<file path="config.mk">
export PLATFORM = sky130hd
export DESIGN_NAME = random_below_bound_reducer
export DESIGN_NICKNAME = d
export VERILOG_FILES = /design/src/rbbr_pkg.sv /design/src/random_below_bound_reducer.sv /design/src/rbbr_mod.sv
export SDC_FILE = /design/constraint.sdc
export NUM_CORES = 2
export LEC_CHECK = 0
export ABC_AREA = 1
export BUFFER_PORTS_ARGS = -buffer_cell sky130_fd_sc_hd__buf_2
export CORE_MARGIN = 10
export CORE_UTILIZATION = 60
export CTS_BUF_LIST = sky130_fd_sc_hd__clkbuf_8
export DETAILED_ROUTE_END_ITERATION = 16
export HOLD_SLACK_MARGIN = 0.15
export PLACE_DENSITY = 0.77
export SETUP_SLACK_MARGIN = 0.3
export SLEW_MARGIN = 40
export SYNTH_ARGS = -nofsm -noshare
export SYNTH_HDL_FRONTEND = slang
export SYNTH_SLANG_ARGS = --single-unit
</file>
<file path="constraint.sdc">
create_clock -name i_clk -period 15.9 [get_ports i_clk]
set_clock_uncertainty 0.15 [all_clocks]
set_input_delay 3.975 -clock i_clk [delete_from_list [all_inputs] [get_ports i_clk]]
set_output_delay 3.975 -clock i_clk [all_outputs]
set_load 0.01 [all_outputs]
</file>
<file path="src/rbbr_pkg.sv">
// Shared types, constants and helpers for the random-below-bound reducer.
package rbbr_pkg;

    localparam int BYTE_W = 8;
    localparam int WORD_W = 32;
    localparam logic [2:0] TOP_BYTES = 3'd4;

    typedef enum logic [2:0] {
        ST_LOAD,
        ST_SKIP,
        ST_GATHER,
        ST_CHECK,
        ST_MOD,
        ST_EMIT,
        ST_FAIL
    } t_state;

    // one-hot of the highest set bit of a byte
    function automatic logic [BYTE_W-1:0] msb_onehot8(input logic [BYTE_W-1:0] v);
        logic [BYTE_W-1:0] r;
        r = '0;
        for (int b = 0; b < BYTE_W; b++) begin
            if (v[b]) begin
                r    = '0;
                r[b] = 1'b1;
            end
        end
        return r;
    endfunction

    // byte k of a word, k = 0 is the least significant byte
    function automatic logic [BYTE_W-1:0] word_byte(input logic [WORD_W-1:0] w,
                                                    input logic [1:0] k);
        logic [BYTE_W-1:0] r;
        case (k)
            2'd0: r = w[7:0];
            2'd1: r = w[15:8];
            2'd2: r = w[23:16];
            2'd3: r = w[31:24];
            default: r = w[7:0];
        endcase
        return r;
    endfunction

endpackage

</file>
<file path="src/random_below_bound_reducer.sv">
// Random value below a big-endian bound: byte stores, scan, serial modulo, byte emission.
// Loading: one transaction per cycle in the load state into two registered-read byte memories.
// After the last byte: bound scan (repeated below the top word when set-msb empties it),
// a bit-serial remainder, then n result bytes.
// Source failure: a single failure result after the last byte; a bad bound fails after its scan.
// Reset is synchronous, active low, and clears control state; the byte stores are not cleared.
module random_below_bound_reducer #(
    parameter int MAX_BYTES = 64
) (
    input  logic                         i_clk,
    input  logic                         i_rst_n,
    input  logic                         psel,
    input  logic                         penable,
    input  logic                         pwrite,
    input  logic [2:0]                   paddr,
    input  logic [31:0]                  pwdata,
    output logic [31:0]                  prdata,
    output logic                         pready,
    input  logic                         i_in_valid,
    output logic                         o_in_ready,
    input  logic [rbbr_pkg::BYTE_W-1:0]  i_bound_byte,
    input  logic [rbbr_pkg::BYTE_W-1:0]  i_rand_byte,
    input  logic [rbbr_pkg::WORD_W-1:0]  i_rand_word,
    input  logic                         i_random_ok,
    input  logic                         i_last_byte,
    output logic                         o_out_valid,
    input  logic                         i_out_ready,
    output logic [rbbr_pkg::BYTE_W-1:0]  o_out_byte,
    output logic                         o_ok,
    output logic                         o_last_out
);
    import rbbr_pkg::*;

    localparam int AW = (MAX_BYTES > 1) ? $clog2(MAX_BYTES) : 1;
    localparam int CW = ($clog2(MAX_BYTES + 1) < 3) ? 3 : $clog2(MAX_BYTES + 1);
    localparam logic [CW-1:0] MAX_CNT = CW'(MAX_BYTES);

    t_state            r_state, n_state;
    logic              r_mode, n_mode;
    logic [CW-1:0]     r_count, n_count;
    logic              r_rfail, n_rfail;
    logic [CW-1:0]     r_n, n_n;
    logic [CW-1:0]     r_idx, n_idx;
    logic [CW-1:0]     r_p, n_p;
    logic [2:0]        r_nb, n_nb;
    logic [WORD_W-1:0] r_top, n_top;
    logic [WORD_W-1:0] r_hmask, n_hmask;
    logic [WORD_W-1:0] r_rmask, n_rmask;
    logic [CW-1:0]     r_mp, n_mp;
    logic [2:0]        r_mnb, n_mnb;
    logic              r_second, n_second;
    logic [WORD_W-1:0] r_word, n_word;
    logic [WORD_W-1:0] r_or, n_or;
    logic [WORD_W-1:0] r_res, n_res;
    logic              r_ovalid, n_ovalid;
    logic [BYTE_W-1:0] r_obyte, n_obyte;
    logic              r_ook, n_ook;
    logic              r_olast, n_olast;

    logic [BYTE_W-1:0] bound_mem [MAX_BYTES];
    logic [BYTE_W-1:0] rand_mem  [MAX_BYTES];
    logic [BYTE_W-1:0] r_bound_q;
    logic [BYTE_W-1:0] r_rand_q;

    logic              in_acc;
    logic              wr_en;
    logic [AW-1:0]     wr_addr;
    logic [AW-1:0]     rd_addr;
    logic [CW-1:0]     cnt_inc;
    logic              out_free;
    logic              emit_last;
    logic [WORD_W-1:0] top_x;
    logic              msb_pass;
    logic              msb_empty;
    logic              mod_start;
    logic [WORD_W-1:0] divisor;
    logic              mod_done;
    logic [WORD_W-1:0] mod_rem;
    logic              cfg_wr;

    logic [CW-1:0]     word_end;
    logic [CW-1:0]     mask_end;
    logic [CW-1:0]     k_w;
    logic [CW-1:0]     k_m;
    logic              in_word;
    logic              in_mask;
    logic [BYTE_W-1:0] emit_byte;

    // configuration port
    assign pready = 1'b1;
    assign cfg_wr = psel && penable && pwrite && !paddr[2];
    assign prdata = paddr[2] ? 32'd0 : {31'd0, r_mode};
    assign n_mode = cfg_wr ? pwdata[0] : r_mode;

    assign o_in_ready = (r_state == ST_LOAD);
    assign in_acc     = i_in_valid && o_in_ready;
    assign wr_en      = in_acc && (r_count < MAX_CNT);
    assign wr_addr    = r_count[AW-1:0];
    assign rd_addr    = n_idx[AW-1:0];
    assign cnt_inc    = r_count + CW'(1);
    assign out_free   = !r_ovalid || i_out_ready;
    assign emit_last  = (r_idx == r_n - CW'(1));
    assign top_x      = r_top ^ r_hmask;
    assign msb_pass   = r_mode && !r_second;
    assign msb_empty  = msb_pass && (top_x == '0);
    assign mod_start  = (r_state == ST_CHECK) && !msb_empty;
    assign divisor    = msb_pass ? top_x : r_top;

    // result byte selection for the current emit index
    assign word_end  = r_p + CW'(r_nb);
    assign mask_end  = r_mp + CW'(r_mnb);
    assign k_w       = word_end - CW'(1) - r_idx;
    assign k_m       = mask_end - CW'(1) - r_idx;
    assign in_word   = (r_idx >= r_p) && (r_idx < word_end);
    assign in_mask   = r_second && (r_idx >= r_mp) && (r_idx < mask_end);

    always_comb begin
        if (in_word) begin
            emit_byte = word_byte(r_res, k_w[1:0]);
        end else if (in_mask) begin
            emit_byte = word_byte(r_rmask, k_m[1:0]);
        end else if (r_idx < r_p) begin
            emit_byte = '0;
        end else begin
            emit_byte = r_rand_q;
        end
    end

    rbbr_mod u_mod (
        .i_clk      (i_clk),
        .i_rst_n    (i_rst_n),
        .i_start    (mod_start),
        .i_dividend (r_word),
        .i_divisor  (divisor),
        .o_done     (mod_done),
        .o_rem      (mod_rem)
    );

    // next state
    always_comb begin
        n_state = r_state;
        case (r_state)
            ST_LOAD: begin
                if (in_acc && i_last_byte) begin
                    n_state = (r_rfail || !i_random_ok) ? ST_FAIL : ST_SKIP;
                end
            end
            ST_SKIP: begin
                if (r_idx == r_n) begin
                    n_state = ST_FAIL;
                end else if (r_bound_q != '0) begin
                    n_state = ST_GATHER;
                end
            end
            ST_GATHER: begin
                if (r_nb == TOP_BYTES || r_idx == r_n) begin
                    n_state = ST_CHECK;
                end
            end
            ST_CHECK: begin
                n_state = msb_empty ? ST_SKIP : ST_MOD;
            end
            ST_MOD: begin
                if (mod_done) begin
                    n_state = ST_EMIT;
                end
            end
            ST_EMIT: begin
                if (out_free && emit_last) begin
                    n_state = ST_LOAD;
                end
            end
            ST_FAIL: begin
                if (out_free) begin
                    n_state = ST_LOAD;
                end
            end
            default: n_state = ST_LOAD;
        endcase
    end

    // datapath next values
    always_comb begin
        n_count  = r_count;
        n_rfail  = r_rfail;
        n_n      = r_n;
        n_idx    = r_idx;
        n_p      = r_p;
        n_nb     = r_nb;
        n_top    = r_top;
        n_hmask  = r_hmask;
        n_rmask  = r_rmask;
        n_mp     = r_mp;
        n_mnb    = r_mnb;
        n_second = r_second;
        n_word   = r_word;
        n_or     = r_or;
        n_res    = r_res;
        case (r_state)
            ST_LOAD: begin
                n_idx = '0;
                if (in_acc) begin
                    if (wr_en) begin
                        n_count = cnt_inc;
                    end
                    if (!i_random_ok) begin
                        n_rfail = 1'b1;
                    end
                    if (i_last_byte) begin
                        n_n      = wr_en ? cnt_inc : r_count;
                        n_word   = i_rand_word;
                        n_count  = '0;
                        n_rfail  = 1'b0;
                        n_second = 1'b0;
                    end
                end
            end
            ST_SKIP: begin
                if (r_idx != r_n) begin
                    n_idx = r_idx + CW'(1);
                    if (r_bound_q != '0) begin
                        n_p     = r_idx;
                        n_top   = {{(WORD_W-BYTE_W){1'b0}}, r_bound_q};
                        n_hmask = {{(WORD_W-BYTE_W){1'b0}}, msb_onehot8(r_bound_q)};
                        n_nb    = 3'd1;
                    end
                end
            end
            ST_GATHER: begin
                if (!(r_nb == TOP_BYTES || r_idx == r_n)) begin
                    n_top   = {r_top[WORD_W-BYTE_W-1:0], r_bound_q};
                    n_hmask = {r_hmask[WORD_W-BYTE_W-1:0], {BYTE_W{1'b0}}};
                    n_nb    = r_nb + 3'd1;
                    n_idx   = r_idx + CW'(1);
                end
            end
            ST_CHECK: begin
                if (msb_empty) begin
                    // top word was a lone bit: it becomes mask bytes, rescan below it
                    n_rmask  = r_hmask;
                    n_mp     = r_p;
                    n_mnb    = r_nb;
                    n_second = 1'b1;
                end else begin
                    n_or  = msb_pass ? r_hmask : '0;
                    n_idx = '0;
                end
            end
            ST_MOD: begin
                if (mod_done) begin
                    n_res = mod_rem | r_or;
                end
            end
            ST_EMIT: begin
                if (out_free) begin
                    n_idx = emit_last ? '0 : r_idx + CW'(1);
                end
            end
            ST_FAIL: begin
                n_idx = '0;
            end
            default: n_idx = '0;
        endcase
    end

    // output register
    always_comb begin
        n_ovalid = r_ovalid && !i_out_ready;
        n_obyte  = r_obyte;
        n_ook    = r_ook;
        n_olast  = r_olast;
        case (r_state)
            ST_EMIT: begin
                if (out_free) begin
                    n_ovalid = 1'b1;
                    n_obyte  = emit_byte;
                    n_ook    = 1'b1;
                    n_olast  = emit_last;
                end
            end
            ST_FAIL: begin
                if (out_free) begin
                    n_ovalid = 1'b1;
                    n_obyte  = '0;
                    n_ook    = 1'b0;
                    n_olast  = 1'b1;
                end
            end
            default: begin
                n_obyte = r_obyte;
            end
        endcase
    end

    always_ff @(posedge i_clk) begin
        if (!i_rst_n) begin
            r_state  <= ST_LOAD;
            r_mode   <= 1'b0;
            r_count  <= '0;
            r_rfail  <= 1'b0;
            r_idx    <= '0;
            r_second <= 1'b0;
            r_ovalid <= 1'b0;
            r_word   <= '0;
        end else begin
            r_state  <= n_state;
            r_mode   <= n_mode;
            r_count  <= n_count;
            r_rfail  <= n_rfail;
            r_idx    <= n_idx;
            r_second <= n_second;
            r_ovalid <= n_ovalid;
            r_word   <= n_word;
        end
    end

    always_ff @(posedge i_clk) begin
        r_n     <= n_n;
        r_p     <= n_p;
        r_nb    <= n_nb;
        r_top   <= n_top;
        r_hmask <= n_hmask;
        r_rmask <= n_rmask;
        r_mp    <= n_mp;
        r_mnb   <= n_mnb;
        r_or    <= n_or;
        r_res   <= n_res;
        r_obyte <= n_obyte;
        r_ook   <= n_ook;
        r_olast <= n_olast;
    end

    // byte stores; read address follows the next index, same-address write is forwarded
    always_ff @(posedge i_clk) begin
        if (wr_en) begin
            bound_mem[wr_addr] <= i_bound_byte;
        end
        if (wr_en && wr_addr == rd_addr) begin
            r_bound_q <= i_bound_byte;
        end else begin
            r_bound_q <= bound_mem[rd_addr];
        end
    end

    always_ff @(posedge i_clk) begin
        if (wr_en) begin
            rand_mem[wr_addr] <= i_rand_byte;
        end
        if (wr_en && wr_addr == rd_addr) begin
            r_rand_q <= i_rand_byte;
        end else begin
            r_rand_q <= rand_mem[rd_addr];
        end
    end

    assign o_out_valid = r_ovalid;
    assign o_out_byte  = r_obyte;
    assign o_ok        = r_ook;
    assign o_last_out  = r_olast;

    a_fail_shape: assert property (@(posedge i_clk) disable iff (!i_rst_n)
        (o_out_valid && !o_ok) |-> (o_last_out && o_out_byte == '0))
        else $error("failure result is not a single zero byte");

    a_mod_done_state: assert property (@(posedge i_clk) disable iff (!i_rst_n)
        mod_done |-> (r_state == ST_MOD))
        else $error("remainder finished outside the modulo phase");

    a_emit_range: assert property (@(posedge i_clk) disable iff (!i_rst_n)
        (r_state == ST_EMIT) |-> (r_idx < r_n))
        else $error("emit index ran past the byte count");

    a_count_cap: assert property (@(posedge i_clk) disable iff (!i_rst_n)
        r_count <= MAX_CNT)
        else $error("byte count exceeds store depth");

endmodule

</file>
<file path="src/rbbr_mod.sv">
// Bit-serial 32-bit remainder unit, one dividend bit per cycle.
module rbbr_mod (
    input  logic                         i_clk,
    input  logic                         i_rst_n,
    input  logic                         i_start,
    input  logic [rbbr_pkg::WORD_W-1:0]  i_dividend,
    input  logic [rbbr_pkg::WORD_W-1:0]  i_divisor,
    output logic                         o_done,
    output logic [rbbr_pkg::WORD_W-1:0]  o_rem
);
    import rbbr_pkg::*;

    localparam int SW = $clog2(WORD_W);
    localparam logic [SW-1:0] LAST_STEP = SW'(WORD_W - 1);

    logic              r_busy, n_busy;
    logic              r_done, n_done;
    logic [SW-1:0]     r_cnt, n_cnt;
    logic [WORD_W-1:0] r_q, n_q;
    logic [WORD_W-1:0] r_rem, n_rem;
    logic [WORD_W-1:0] r_div, n_div;

    logic [WORD_W:0]   sh;
    logic [WORD_W:0]   diff;
    logic              ge;

    assign sh   = {r_rem, r_q[WORD_W-1]};
    assign diff = sh - {1'b0, r_div};
    assign ge   = (sh >= {1'b0, r_div});

    always_comb begin
        n_busy = r_busy;
        n_done = 1'b0;
        n_cnt  = r_cnt;
        n_q    = r_q;
        n_rem  = r_rem;
        n_div  = r_div;
        if (i_start) begin
            n_busy = 1'b1;
            n_cnt  = '0;
            n_q    = i_dividend;
            n_rem  = '0;
            n_div  = i_divisor;
        end else if (r_busy) begin
            n_rem = ge ? diff[WORD_W-1:0] : sh[WORD_W-1:0];
            n_q   = {r_q[WORD_W-2:0], 1'b0};
            n_cnt = r_cnt + SW'(1);
            if (r_cnt == LAST_STEP) begin
                n_busy = 1'b0;
                n_done = 1'b1;
            end
        end
    end

    always_ff @(posedge i_clk) begin
        if (!i_rst_n) begin
            r_busy <= 1'b0;
            r_done <= 1'b0;
            r_cnt  <= '0;
        end else begin
            r_busy <= n_busy;
            r_done <= n_done;
            r_cnt  <= n_cnt;
        end
    end

    always_ff @(posedge i_clk) begin
        r_q   <= n_q;
        r_rem <= n_rem;
        r_div <= n_div;
    end

    assign o_done = r_done;
    assign o_rem  = r_rem;

endmodule

</file>
==> out/results.tsv <==
metric	value	unit
status	finished clean	
synth_cell_types	53	
rsz0062_at_grt	false	
area_growth	9.46	%
clockBufferDepth	3	
fin_crit_sh	0.531	
fp.dieH	333	um
ir_drop	0.113	mV
required	11.78	ns
die_x	333	um
p_sw	0.00296	W
worst-slew-pin-transition	0.945	ns
dp_hpwl	88.1	mm
rows	114	
cp.arrival	4.32	ns
place_ws	7.47	ns
ys_seq_elements	1383	
wl_met2	71.2	mm
cts_tree	done	
grt_pass1_vias	38301	
yosys.area.top_type	edfxtp_1	
cts.sinks	1383	
n_fill_cell	7074	
register_area	0.0406	mm^2
async_flop_share	0	
postCtsSetupRepairBufs	0	
path_max_fanout	3	
path_cells	buf_2 -> nor2_1 -> buf_2	
fin_ws	7.46	ns
setup_viol	0	
wl_per_cell	21.7	um
wl_met3	13.8	mm
grtUsageTotal	0.258	
cts_max_level	4	
cts_hold_buf	0	
netlist_area	0.0589	mm^2
syn_inst	5264	
synth.most_common_cell	edfxtp_1	
dpl-instance-area	0.0604	mm^2
antenna_found_initial	3	
drtIter0Drc	4911	
syn_avg_cell_area	11.2	um^2
dr.pass1.iters	5	
grt_pass1_wl	222	mm
cts_resized	0	
synth_edf_count	1285	
path_buf_inv	2	
clock_latency	0.89	ns
fin_area	0.0645	mm^2
endpoint_kind	output port	
relSlewSlack	0.353	
hp-class	reg -> reg	
place.gp.congestion	0.931	
fmax	118	MHz
cpMostUsedCell	buf_2	
power	0.00905	W
synth_warnings	0	
grt_overflow	0	
num_vias	40566	
ant_nets	0	
synthTopCellsByArea	edfxtp_1 (66%), nand2_1 (7.3%), nand3_1 (5.2%), nor2_1 (3.4%), dfxtp_1 (3.3%)	
finalCriticalPeriod	8.44	ns
numCtsBuffers	211	
utilization	0.665	
multi_input_area	0.0160	mm^2
synth_common_cells	edfxtp_1 (1285), nand2_1 (1147), nand3_1 (607), nor2_1 (541), o21ai_0 (377)	
drc	0	
grt_max_degree	214	
critPathLaunchType	input port	
viasPerCell	5.93	
io_pins	137	
start_util	0.607	
leakage	23.9	nW
cellPowerDensity	140	mW/mm^2
clk_pin_slew	0.06	ns
ctsRootBufferMaster	clkbuf_8	
power_frac_comb	0.221	
clkPwrFrac	0.301	
wl_met1	57.5	mm
slowest_delay	0.14	ns
synth_ff_type	edfxtp_1	
drive_gt1_frac	0.0926	
core_area	0.0970	mm^2
synth.top_cell.area_share	0.655	
max_cap_viol_count	0	
seq_power_share	0.478	
routed_wl	148	mm
internal-power	0.00609	W
nets	5557	
finalSetupTns	0	ns
final-hold-violation-count	0	
swShare	0.327	
ys_seq_area_frac	0.688	
highest_layer	met4	
cpMaxStageDelayCell	buf_2	
port_buffers	71	
slew_viol_final	0	
crit_type	in -> out	
path_delay_family	buffers and inverters	
dieArea	0.111	mm^2
[kinds of logic (layout without fill, tap and decap cells)]
family	count (synthesis)	after routing	synth area share
buffers and inverters	564	829	0.0428
adder cells (fa/ha/maj)	76	76	0.0165
AO/OA/AOI/OAI	752	752	0.0703
flip-flops	1383	1383	0.688
XOR/XNOR	55	55	0.00818
other	2	35	0.000128
AND/OR/NAND/NOR	2432	2432	0.174
[power groups by stage]
stage | clock network, W | logic (W) | registers [W]
floorplan | 0 | 0.00138 | 0.00433
global placement | 0 | 0.00189 | 0.00439
detailed placement | 0 | 0.00194 | 0.00440
finish | 0.00272 | 0.00200 | 0.00432
global route | 0.00292 | 0.00220 | 0.00434
CTS | 0.00275 | 0.00195 | 0.00432
[registers in the layout (all words and copies together), names as in the netlist, 8 cells and up, named ones only]
signal and flops:
r_word 32, r_or 32, r_res 32, o_out_byte 8
u_mod.o_rem 32, r_hmask 32, u_mod.r_div 32, r_rmask 32
bound_mem 512, u_mod.r_q 32, rand_mem 512, r_top 32
[area by class of cell]
cell class / instances / area share
Multi-Input combinational cell: 3347 / 0.249
Inverter: 256 / 0.0153
Antenna cell: 3 / 0.000116
Tap cell: 1276 / 0.0248
Clock buffer: 213 / 0.0455
Timing Repair Buffer: 190 / 0.0215
Clock inverter: 170 / 0.0148
Sequential cell: 1383 / 0.629
[metal layers]
layer  global-route usage  vias to the layer above
li1                     -                    18771
met1                0.345                    19380
met2                0.419                     2080
met3               0.0444                      335
met4                0.107                        0
met5                    0                        -
[final timing paths]
path | start | end | slack, ns | cells past startpoint
worst max-delay path | paddr[2] | prdata[0] | 7.46 | 3
worst min-delay path | r_word[29]$_SDFFE_PN0P_ | r_word[29]$_SDFFE_PN0P_ | 0.30 | 2
worst max register to register | flip-flop | r_top[2]$_DFFE_PP_ | 10.53 | 16
worst min register to register | r_word[29]$_SDFFE_PN0P_ | r_word[29]$_SDFFE_PN0P_ | 0.30 | 2
[metrics by stage]
stage | hold slack, ns | cells
after floorplan | 0.274 | 5294
after global placement | 0.285 | 6446
after detailed placement | 0.291 | 6448
after CTS | 0.301 | 6831
after global routing | 0.320 | 6838
final | 0.297 | 6838
[cell usage in the layout (no fill, tap or decap), types with 7 or more instances in the layout]
| cell | instances |
|---|---|
| a21o_1 | 8 |
| a21oi_1 | 123 |
| buf_2 | 71 |
| buf_4 | 107 |
| clkbuf_8 | 213 |
| clkinv_1 | 55 |
| clkinv_2 | 23 |
| conb_1 | 32 |
| dfxtp_1 | 94 |
| edfxtp_1 | 1285 |
| ha_1 | 73 |
| inv_1 | 323 |
| nand2_1 | 1145 |
| nand3_1 | 606 |
| nand4_1 | 44 |
| nor2_1 | 539 |
| nor3_1 | 21 |
| o211ai_1 | 29 |
| o21a_1 | 7 |
| o21ai_0 | 377 |
| o21ai_1 | 24 |
| o22ai_1 | 158 |
| or2_2 | 34 |
| xnor2_1 | 21 |
| xor2_1 | 34 |
[worst min-delay path, cell delays in order, from the launching register on]
cell	delay (ns)
dfxtp_1	0.30
inv_1	0.05
a21oi_1	0.05
Note: power is estimated with default switching activity, not from simulation.
